--- src/hw/rtl/ksat_pkg.sv ---
// Shared types and constants of the keyed score average table.
package ksat_pkg;

    localparam int TableEntriesDefault = 64;
    localparam logic [15:0] TallyMax = 16'hFFFF;

    typedef enum logic [1:0] {
        ST_OK        = 2'd0,
        ST_NOT_FOUND = 2'd1,
        ST_TABLE_FULL = 2'd2,
        ST_SATURATED = 2'd3
    } status_t;

    typedef enum logic {
        CMD_INSERT = 1'b0,
        CMD_QUERY  = 1'b1
    } command_t;

    typedef struct packed {
        logic               command;
        logic signed [31:0] key_id;
        logic signed [15:0] score;
    } in_word_t;

    typedef struct packed {
        logic [1:0]         status;
        logic signed [23:0] average;
        logic [15:0]        entry_count;
    } out_word_t;

    typedef enum logic [3:0] {
        S_IDLE,
        S_READ,
        S_CHECK,
        S_DECIDE,
        S_DIV_START,
        S_DIV,
        S_DIV_DONE,
        S_OUT
    } state_t;

    typedef struct packed {
        logic load;
        logic scan_clear;
        logic scan_step;
        logic do_write;
        logic write_new;
        logic div_start;
        logic div_step;
        logic div_finish;
        logic set_result;
        logic [1:0] result_status;
    } ctrl_t;

    typedef struct packed {
        logic is_query;
        logic scan_last;
        logic hit;
        logic free_found;
        logic tally_full;
        logic div_last;
    } stat_t;

endpackage

--- src/hw/rtl/ksat_ctrl.sv ---
// Controller state machine of the keyed score average table.
module ksat_ctrl (
    input  logic           aclk,
    input  logic           aresetn,
    input  logic           s_valid,
    output logic           s_ready,
    output logic           m_valid,
    input  logic           m_ready,
    input  ksat_pkg::stat_t st,
    output ksat_pkg::ctrl_t ctl
);
    import ksat_pkg::*;

    state_t state_reg, state_next;

    always_ff @(posedge aclk) begin
        if (!aresetn) begin
            state_reg <= S_IDLE;
        end else begin
            state_reg <= state_next;
        end
    end

    always_comb begin
        state_next = state_reg;
        ctl = '0;
        s_ready = 1'b0;
        m_valid = 1'b0;
        unique case (state_reg)
            S_IDLE: begin
                s_ready = 1'b1;
                if (s_valid) begin
                    ctl.load = 1'b1;
                    ctl.scan_clear = 1'b1;
                    state_next = S_READ;
                end
            end
            S_READ: begin
                state_next = S_CHECK;
            end
            S_CHECK: begin
                if (st.hit || st.scan_last) begin
                    state_next = S_DECIDE;
                end else begin
                    ctl.scan_step = 1'b1;
                    state_next = S_READ;
                end
            end
            S_DECIDE: begin
                ctl.set_result = 1'b1;
                if (st.is_query) begin
                    if (st.hit) begin
                        state_next = S_DIV_START;
                    end else begin
                        ctl.result_status = ST_NOT_FOUND;
                        state_next = S_OUT;
                    end
                end else if (st.hit) begin
                    if (st.tally_full) begin
                        ctl.result_status = ST_SATURATED;
                    end else begin
                        ctl.do_write = 1'b1;
                    end
                    state_next = S_OUT;
                end else if (st.free_found) begin
                    ctl.do_write = 1'b1;
                    ctl.write_new = 1'b1;
                    state_next = S_OUT;
                end else begin
                    ctl.result_status = ST_TABLE_FULL;
                    state_next = S_OUT;
                end
            end
            S_DIV_START: begin
                ctl.div_start = 1'b1;
                state_next = S_DIV;
            end
            S_DIV: begin
                ctl.div_step = 1'b1;
                if (st.div_last) begin
                    state_next = S_DIV_DONE;
                end
            end
            S_DIV_DONE: begin
                ctl.div_finish = 1'b1;
                state_next = S_OUT;
            end
            S_OUT: begin
                m_valid = 1'b1;
                if (m_ready) begin
                    state_next = S_IDLE;
                end
            end
            default: begin
                state_next = S_IDLE;
            end
        endcase
    end

endmodule

--- config.mk ---
export PLATFORM = sky130hd
export DESIGN_NAME = ksat_ctrl
export DESIGN_NICKNAME = d
export VERILOG_FILES = /design/src/hw/rtl/ksat_pkg.sv /design/src/hw/rtl/ksat_ctrl.sv
export SDC_FILE = /design/constraint.sdc
export NUM_CORES = 1
export LEC_CHECK = 0
export ABC_CLOCK_PERIOD_IN_PS = 2800
export BUFFER_PORTS_ARGS = -buffer_cell sky130_fd_sc_hd__buf_4
export CAP_MARGIN = 5
export CORE_MARGIN = 2
export CORE_UTILIZATION = 25
export CTS_CLUSTER_SIZE = 8
export DETAILED_ROUTE_END_ITERATION = 16
export GPL_TIMING_DRIVEN = 0
export HOLD_SLACK_MARGIN = 0.1
export PLACE_DENSITY = 0.56
export SYNTH_ARGS = -nofsm -noshare
export SYNTH_HDL_FRONTEND = slang
export SYNTH_SLANG_ARGS = --single-unit
--- constraint.sdc ---
create_clock -name aclk -period 2.8 [get_ports aclk]
set_input_delay 0.14 -clock aclk [delete_from_list [all_inputs] [get_ports aclk]]
set_output_delay 0.14 -clock aclk [all_outputs]
set_load 0.01 [all_outputs]
After elaboration in Yosys (flattened, before gate mapping)
Cells that the tools add are included.
{ "word_totals": {"register_bits": 4, "in_bits": 10} }
{ "classes": {"n_eq_ne": 10, "reduce_logical": 3, "muxes": 28} }
{ "ops": {"columns": ["operator", "n"], "rows": [
  ["case mux 4 bit (8 select lines)", 1],
  ["two-way mux 2 bit", 11],
  ["equality test 4 x 3 -> 1 bit (second input constant)", 4],
  ["two-way mux 4 bit", 4],
  ["two-way mux 1 bit", 11],
  ["equality test 4 x 2 -> 1 bit (second input constant)", 2],
  ["inequality test 2 bit (second input constant)", 3],
  ["equality test 4 x 1 -> 1 bit (second input constant)", 1],
  ["logical NOT 4 bit", 1],
  ["two-way mux 3 bit", 1],
  ["AND reduction 3 bit", 1],
  ["logical OR 1 bit", 1]
]} }

Longest topological paths before layout
Gate-level depths: netlist (run 1).
{ "logic_depth": {"ltp_word": 4, "mapped_depth": 4, "mapped_depth_nobuf": 3} }

Least setup slack after synthesis (run 1)
OpenSTA, ideal clock, no wires.
{ "synth_path": {"path_type": "register -> output", "from": "register state_reg[1]", "to": "output ctl[10] in the netlist's numbering", "arrival_ns": 1.217, "required_time_ns": 2.660, "path_buffers": 2, "slack_ns": 1.443, "stages_incl_launch_ff": 5, "path_cell_list": "dfxtp_1 > buf_4 > nor3_1 > and2_1 > buf_4"} }
{ "synth_rtl": {"columns": ["element", "line", "rtl"], "rows": [
  ["from (decl)", "ksat_ctrl.sv:14", "state_t state_reg, state_next;"],
  ["from (signal assigned)", "ksat_ctrl.sv:20", "state_reg <= state_next;"],
  ["to (decl)", "ksat_ctrl.sv:10", "output ksat_pkg::ctrl_t ctl"]
]} }

==> impl_metrics.csv, run 1 <==
group,metric,value,unit
route,dr.first_iter.drc_count,3,
run,cap_violations,0,
synth,ys_types,30,
cts,cts_tree,"yes",
cts,htree_num_levels,1,
synth,ys_seq_elements,3,
timing,min_period,1486,ps
die,die_area,1761,sq um
global_routing,overflow,0,
layout,ff_latch_area,60.06,sq um
outcome,outcome,"finished clean",
layout,diodes,0,
cts,cts_buffers,3,
die,core,1318,sq um
place,dp_hpwl,655.6,um
die,die_h,41.97,um
synth,yosys.area.top_type,"dfxtp_1",
die,start_util,27.35,%
place,port_buffers,21,
cts,postCtsSetupRepairBufs,0,
layout,stdcell_area,563.0,sq um
cts,cts_resized,0,
layout,most-common-layout-cells,"buf_4, nor2_1",
route,via_per_inst,4.570,
pwr,max-vdd-ir-drop,0.2429,mV
worst_setup_path,end_kind,"output pin",
timing,slew_viol_final,0,
worst_setup_path,rr_worst_depth,4,
route,dr.pass1.iters,4,
layout,drive_gt1_share,50.70,%
die,boundaryPins,23,
global_routing,grt_max_degree,11,
synth,ys_seq_area_share,16.67,%
place,placed_area,536.8,sq um
route,highest_layer,"met3",
worst_setup_path,cp_max_fo,10,
place,gp_congestion,0.7338,
global_routing,grt_pass1_vias,342,
worst_setup_path,start_kind,"register",
cts,path_clk_slew,40,ps
route,drc,0,
worst_setup_path,path_cells,"buf_4 -> nor3_1 -> and2_1 -> buf_4 -> buf_4",
layout,fillers,148,
route,wl_per_cell,9.488,um
global_routing,grt_pass1_wl,1386,um
timing,worst_pin_slew,275.4,ps
synth,synth_area_per_cell,7.834,sq um
pwr,leakage,0.2978,nW
route,route.met2.wl,402,um
worst_setup_path,cp_common_cell,"buf_4",
layout,final_nets,82,
cts,hold_buffers,0,
synth,syn_area,360.3,sq um
route,wirelength,816,um
synth,synth_top_area_share,16.67,%
route,ant_nets,0,
route,met3_length,44,um
synth,syn_inst,46,
layout,largest_reg_flops,3,
worst_setup_path,cp.required,2660,ps
synth,synth_fp_nets,56,
global_routing,antenna_found_initial,0,
die,fp-row-count,13,
timing,fin_skew,0.4922,ps
cts,cts_root_buf,"clkbuf_4",
worst_setup_path,crit_type,"register to output pin",
global_routing,grtUsageTotal,10.35,%
timing,fin_tns_setup,0,ps
pwr,p_per_area,363.4,nW/um^2
timing,timing.final.crit_share,53.09,%
min_path,whs_path_depth,3,
die,die_w,41.97,um
synth,yosys_warnings,0,
worst_setup_path,cp_data_arrival_time,1350,ps
timing,finalSetupViolCount,0,
layout,area_growth,56.25,%
cts,clock_sinks,3,
synth,synthTopCellsByArea,"dfxtp_1, buf_4, and3b_2",
cts,clkLatencyLatePin,230,ps
layout,post-route-util,42.74,%
min_path,hp-class,"input pin to register",
timing,slew_headroom,81.40,%
worst_setup_path,slowest_stage,"dfxtp_1",
timing,max_freq,672.7,MHz
route,dr_total_vias,393,
timing,hold_viol_final,0,
layout,multi_input_area,254.0,sq um
layout,layout_commonest_cell,"buf_4",
timing,rsz0062_at_grt,"false",
cts,cts_buffer_depth,2,
worst_setup_path,slowest_delay,350,ps
route,wl_met1,370,um
[metal layers]
layer,global-route usage (%),up-vias
li1,-,215
met1,12.18,170
met2,15.63,8
met3,3.043,0
met5,0,-
met4,7.742,0
[per-stage QoR]
step	instances	worst slack (ps)	hold slack [ps]	total power, W
3_3_place_gp	82	1541	407.1	0.0001328
3_5_place_dp	82	1532	404.4	0.0001319
5_1_grt	86	1206	179.9	0.0002187
6_report	86	1314	165.6	0.0002046
2_1_floorplan	46	1443	262.9	0.0001009
4_1_cts	86	1277	154.9	0.0002110
[path summary, 6_finish.rpt]
check | slack, ps | to | startpoint
setup / recovery | 1310 | ctl[10] | state_reg[2]
hold / removal | 170 | state_reg[0] | aresetn
setup reg to reg | 1680 | state_reg[1] | state_reg[2]
hold reg to reg | 670 | state_reg[0] | state_reg[0]
[logic make-up (layout without fill, tap and decap cells)]
group,Yosys count,count (layout),share of synthesized area [%]
AOI/OAI and AO/OA,10,10,20.14
buffers and inverters,7,32,12.85
DFF,3,3,16.67
muxes,1,1,2.778
and+or+nand+nor,25,25,47.57
[critical path, delay by kind of cell, from the launching register on]
| kind | cells | cell delay [ps] |
|---|---|---|
| flops | 1 | 350 |
| buf+inv | 3 | 380 |
| simple gates | 2 | 380 |
[Yosys cell counts]
cell and instances:
nor2_1 4, buf_4 3, dfxtp_1 3, nand2_1 3, nand2b_1 3, a21oi_1 2, and3b_2 2, inv_1 2
nor3_1 2, nor3b_1 2, a21o_1 1, a21oi_2 1, a31o_1 1, a31oi_1 1, and2_1 1, and2_4 1
and3_2 1, buf_2 1, buf_6 1, mux2i_1 1, nand3b_1 1, nand3b_4 1, nor2b_1 1, nor3b_2 1
nor4_1 1, o211ai_1 1, o21bai_1 1, o31ai_1 1, o41ai_1 1, or2_1 1
[cell type report]
class,instances,area share [%]
buffer,5,6.889
clock buffer,4,4.667
inverter,2,1.333
multi-input combinational,36,45.11
sequential,3,10.67
tap,15,3.333
timing repair buffer,21,28.00
[power by group]
part	switching, W	total [W]	leakage, nW	internal (W)
Combinational	0.0000345	0.0000776	0.258	0.0000431
Clock	0.0000208	0.0000741	0.0150	0.0000533
Sequential	0.00000567	0.0000529	0.0247	0.0000472
No activity file was read; power rests on OpenSTA's default activity.
==> run 2, diff against run 1 <==
--- a/config.mk
+++ b/config.mk
@@ -5,7 +5,7 @@
 export SDC_FILE = /design/constraint.sdc
 export NUM_CORES = 1
 export LEC_CHECK = 0
-export ABC_CLOCK_PERIOD_IN_PS = 2800
+export ABC_CLOCK_PERIOD_IN_PS = 1400
 export BUFFER_PORTS_ARGS = -buffer_cell sky130_fd_sc_hd__buf_4
 export CAP_MARGIN = 5
 export CORE_MARGIN = 2
==> constraint.sdc (replaced) <==
create_clock -name aclk -period 1.4 [get_ports aclk]
set_input_delay 0.07 -clock aclk [delete_from_list [all_inputs] [get_ports aclk]]
set_output_delay 0.07 -clock aclk [all_outputs]
set_load 0.01 [all_outputs]
==> run 2 against run 1 <==
Compared with the run above: utilization is 2.7 points higher; clock skew unchanged; via count unchanged; sequential power is 100% higher; sequential share of layout area is 0.21 points lower; sequential cell count did not move; first-iteration DRC count fell by 33%; critical endpoint unchanged; clock-buffer cell count stayed put; die area unchanged.
==> impl_metrics.csv, run 2 (synthesized netlist as in run 1, its figures left out) <==
group,metric,value,unit
route,drc,0,
global_routing,grt_pass1_vias,340,
layout,stdcell_count,87,
layout,drive_gt1_share,58.33,%
worst_setup_path,cp_data_arrival_time,1290,ps
worst_setup_path,start_kind,"register",
worst_setup_path,cp_max_fo,10,
place,gp_congestion,0.7338,
timing,rsz0062_at_grt,"true",
min_path,hp-class,"input pin to register",
timing,min_period,1357,ps
layout,largest_reg_flops,3,
global_routing,grt_max_degree,11,
global_routing,overflow,0,
cts,cts_root_buf,"clkbuf_4",
worst_setup_path,cp.required,1330,ps
timing,timing.final.crit_share,96.92,%
place,dp_cells,82,
timing,postLayoutSetupSlackWorst,43.12,ps
route,wl_met1,387,um
timing,finalSetupViolCount,0,
run,cap_violations,0,
global_routing,grt_pass1_wl,1386,um
worst_setup_path,cp_common_cell,"buf_4",
timing,worst_pin_slew,279.0,ps
worst_setup_path,end_kind,"output pin",
worst_setup_path,path_cells,"buf_4 -> nor3_4 -> and2_4 -> buf_4 -> buf_4",
die,die_w,41.97,um
layout,most-common-layout-cells,"buf_4, nor2_1, nand2_1, nand2b_1, clkbuf_4",
place,port_buffers,21,
place,dp_slack,201.9,ps
pwr,power,0.0004287,W
cts,cts_buffers,3,
die,core,1318,sq um
die,fp-row-count,13,
layout,diodes,0,
timing,hold_slack,167.4,ps
route,dr_total_vias,393,
die,start_util,27.35,%
global_routing,grtUsageTotal,10.35,%
route,dr.first_iter.drc_count,2,
route,wl_per_cell,9.805,um
route,met3_length,44,um
cts,clock_sinks,3,
die,die_h,41.97,um
layout,fillers,146,
timing,hold_viol_final,0,
pwr,max-vdd-ir-drop,0.4954,mV
cts,cts_buffer_depth,2,
layout,area_growth,65.97,%
route,wirelength,853,um
route,route.met2.wl,422,um
timing,slew_headroom,81.16,%
die,boundaryPins,23,
route,via_per_inst,4.517,
worst_setup_path,slowest_stage,"dfxtp_1",
layout,final_nets,83,
global_routing,antenna_found_initial,0,
route,dr.pass1.iters,2,
worst_setup_path,slowest_delay,330,ps
timing,fin_tns_setup,0,ps
cts,clkLatencyLatePin,230,ps
place,dp_hpwl,655.6,um
timing,slew_viol_final,0,
route,ant_nets,0,
cts,path_clk_slew,40,ps
pwr,leakage,0.3103,nW
timing,max_freq,737.0,MHz
timing,fin_skew,0.4922,ps
die,die_area,1761,sq um
outcome,outcome,"finished clean",
cts,cts_tree,"yes",
layout,layout_commonest_cell,"buf_4",
route,highest_layer,"met3",
cts,htree_num_levels,1,
worst_setup_path,crit_type,"register to output pin",
pwr,p_per_area,716.8,nW/um^2
[run 2: cell count changes in the layout (fill, tap and decap cells not counted), sizes merged]
| cell | change |
|---|---|
| dlygate4sd3 | +1 |
[run 2: report_power, final]
| part | switching, W | internal (W) | leakage, nW |
|---|---|---|---|
| registers | 0.0000114 | 0.0000957 | 0.0254 |
| logic | 0.0000770 | 0.0000963 | 0.270 |
| clock network | 0.0000417 | 0.000107 | 0.0150 |
[run 2: path summary, 6_finish.rpt]
check                                  start           end  slack, ps  depth (start not counted)
worst max-delay path            state_reg[1]       ctl[10]         40                          5
worst min-delay path                 s_valid  state_reg[0]        170                          3
worst max register to register  state_reg[1]  state_reg[1]        290                          4
worst min register to register  state_reg[0]  state_reg[0]        640                          2
[run 2: metrics by stage]
| stage | instance area, sq um | util, % |
|---|---|---|
| floorplan | 360.3 | - |
| global placement | 536.8 | 40.74 |
| detailed placement | 536.8 | 40.74 |
| CTS | 580.6 | 44.06 |
| global route | 598.1 | 45.39 |
| finish | 598.1 | 45.39 |
[run 2: layout make-up]
cell class	count	area (sq um)	share of cell area [%]
Timing Repair Buffer	22	167.7	28.03
Inverter	2	7.507	1.255
Clock buffer	4	26.28	4.393
Tap cell	15	18.77	3.138
Sequential cell	3	62.56	10.46
Multi-Input combinational cell	36	276.5	46.23
Buffer	5	38.79	6.485
[run 2: repair_timing]
action	CTS	global route
hold endpoints to repair	1	0
endpoints found under the setup margin	2	3
buffers inserted	0	0
hold buffers	1	0
gates cloned	0	0
resized for setup	3	4
pin swaps	0	2
[run 2: critical path: cells and delay by family, from the launching register on]
family / cells / cell delay, ps
buffers and inverters: 3 / 370
AND/OR/NAND/NOR: 2 / 350
flip-flops: 1 / 330
[run 2: routing by layer]
layer | GRT usage [%] | vias to the layer above
met5 | 0 | -
met4 | 7.742 | 0
met3 | 3.043 | 0
met2 | 15.31 | 8
met1 | 12.44 | 169
li1 | - | 216
==> run 3, diff against run 2 <==
--- a/config.mk
+++ b/config.mk
@@ -8,7 +8,7 @@
 export ABC_CLOCK_PERIOD_IN_PS = 1400
 export BUFFER_PORTS_ARGS = -buffer_cell sky130_fd_sc_hd__buf_4
 export CAP_MARGIN = 5
-export CORE_MARGIN = 2
+export CORE_MARGIN = 3
 export CORE_UTILIZATION = 25
 export CTS_CLUSTER_SIZE = 8
 export DETAILED_ROUTE_END_ITERATION = 16
==> run 3 against run 2 <==
Compared with the run above: first-iteration DRC count is 50% higher; worst hold slack improved by 1.7 ps; critical path type unchanged; clock skew about the same; global-route usage down 0.88 points; register-to-register slack is essentially flat; cell count did not move; largest cell class unchanged.
==> impl_metrics.csv, run 3 (synthesized netlist as in run 1, its figures left out) <==
group,metric,value,unit
layout,diodes,0,
layout,drive_gt1_share,59.72,%
worst_setup_path,cp_max_fo,6,
die,die_w,43.97,um
layout,layout_commonest_cell,"buf_4",
global_routing,grt_pass1_wl,1366,um
global_routing,grt_pass1_vias,351,
cts,clkLatencyLatePin,230,ps
place,dp_cells,82,
outcome,outcome,"finished clean",
worst_setup_path,cp_data_arrival_time,1260,ps
timing,slew_headroom,81.82,%
cts,cts_buffers,3,
layout,fillers,156,
worst_setup_path,start_kind,"register",
die,core,1334,sq um
route,dr_total_vias,397,
route,wl_per_cell,10.16,um
cts,cts_buffer_depth,2,
cts,cts_root_buf,"clkbuf_4",
place,gp_congestion,0.7666,
die,boundaryPins,23,
timing,max_freq,751.6,MHz
layout,final_nets,83,
timing,timing.final.crit_share,95.04,%
global_routing,grtUsageTotal,9.472,%
timing,hold_viol_final,0,
route,met3_length,54,um
layout,area_growth,67.36,%
worst_setup_path,end_kind,"output pin",
worst_setup_path,cp.required,1330,ps
die,fp-row-count,13,
layout,largest_reg_flops,3,
route,via_per_inst,4.563,
cts,htree_num_levels,1,
cts,postCtsSetupRepairBufs,0,
die,start_util,27.02,%
pwr,leakage,0.3116,nW
global_routing,grt_max_degree,11,
route,dr.pass1.iters,3,
route,drc,0,
timing,rsz0062_at_grt,"false",
cts,clock_sinks,3,
route,highest_layer,"met3",
timing,min_period,1331,ps
die,die_area,1933,sq um
route,wirelength,884,um
global_routing,antenna_found_initial,0,
cts,cts_tree,"yes",
timing,fin_skew,0.6598,ps
global_routing,overflow,0,
timing,fin_tns_setup,0,ps
run,cap_violations,0,
timing,worst_pin_slew,269.2,ps
cts,path_clk_slew,30,ps
pwr,max-vdd-ir-drop,0.4379,mV
route,route.met2.wl,432,um
route,dr.first_iter.drc_count,3,
worst_setup_path,crit_type,"register to output pin",
route,wl_met1,397,um
layout,stdcell_count,87,
place,port_buffers,21,
timing,slew_viol_final,0,
pwr,p_per_area,715.9,nW/um^2
min_path,hp-class,"input pin to register",
die,die_h,43.97,um
timing,finalSetupViolCount,0,
route,ant_nets,0,
place,dp_hpwl,665.7,um
layout,most-common-layout-cells,"buf_4, nor2_1",
-- run 3: cell counts in the layout (fill, tap and decap cells not counted) --
Identical to the previous run, type by type.
-- run 3: critical path, stage by stage, from the launching register on --
cell and delay [ps]:
dfxtp_2 330, nand3b_4 160, or2_4 240, nor3b_2 150, buf_4 140
-- run 3: cell type report --
| cell class | instances | area (sq um) | area share, % |
|---|---|---|---|
| buffer | 5 | 42.54 | 7.054 |
| inverter | 2 | 7.507 | 1.245 |
| tap | 15 | 18.77 | 3.112 |
| clock buffer | 4 | 26.28 | 4.357 |
| multi-input combinational | 36 | 276.5 | 45.85 |
| timing repair buffer | 22 | 167.7 | 27.80 |
| sequential | 3 | 63.81 | 10.58 |
-- run 3: worst paths after layout --
| check | from | to | slack (ps) | cells after the start |
|---|---|---|---|---|
| max reg2reg | state_reg[2] | state_reg[1] | 290 | 4 |
| max | state_reg[2] | ctl[6] | 70 | 4 |
| min | s_valid | state_reg[0] | 170 | 3 |
| min reg2reg | state_reg[0] | state_reg[0] | 640 | 2 |
-- run 3: power breakdown --
group / switching, W / internal (W) / total, W / leakage [nW]
Combinational: 0.0000782 / 0.0000983 / 0.000176 / 0.271
Clock: 0.0000405 / 0.000107 / 0.000147 / 0.0150
Sequential: 0.0000119 / 0.0000964 / 0.000108 / 0.0258
Total: 0.000131 / 0.000301 / 0.000432 / 0.312
-- run 3: repair_timing --
| action | in CTS | in global routing |
|---|---|---|
| endpoints found under the setup margin | 2 | 3 |
| gates cloned | 0 | 0 |
| endpoints found under the hold margin | 1 | 0 |
| gates resized for setup | 3 | 6 |
| hold buffers | 1 | 0 |
| pin swaps | 0 | 2 |
-- run 3: stage by stage --
step | hold WS [ps] | worst slack (ps) | total power, W | cell area [sq um] | util, %
2_1_floorplan | 190.4 | 113.4 | 0.0002017 | 360.3 | -
3_3_place_gp | 337.3 | 212.0 | 0.0002659 | 536.8 | 40.24
3_5_place_dp | 333.0 | 213.1 | 0.0002655 | 536.8 | 40.24
4_1_cts | 157.7 | 9.776 | 0.0004264 | 580.6 | 43.53
5_1_grt | 188.7 | 3.478 | 0.0004593 | 603.1 | 45.22
6_report | 169.1 | 69.43 | 0.0004317 | 603.1 | 45.22
-- run 3: per-layer routing --
| layer | GRT usage (%) | vias to the layer above |
|---|---|---|
| met5 | 0 | - |
| met4 | 7.229 | 0 |
| met3 | 1.245 | 0 |
| met2 | 12.79 | 9 |
| met1 | 13.27 | 174 |
| li1 | - | 214 |
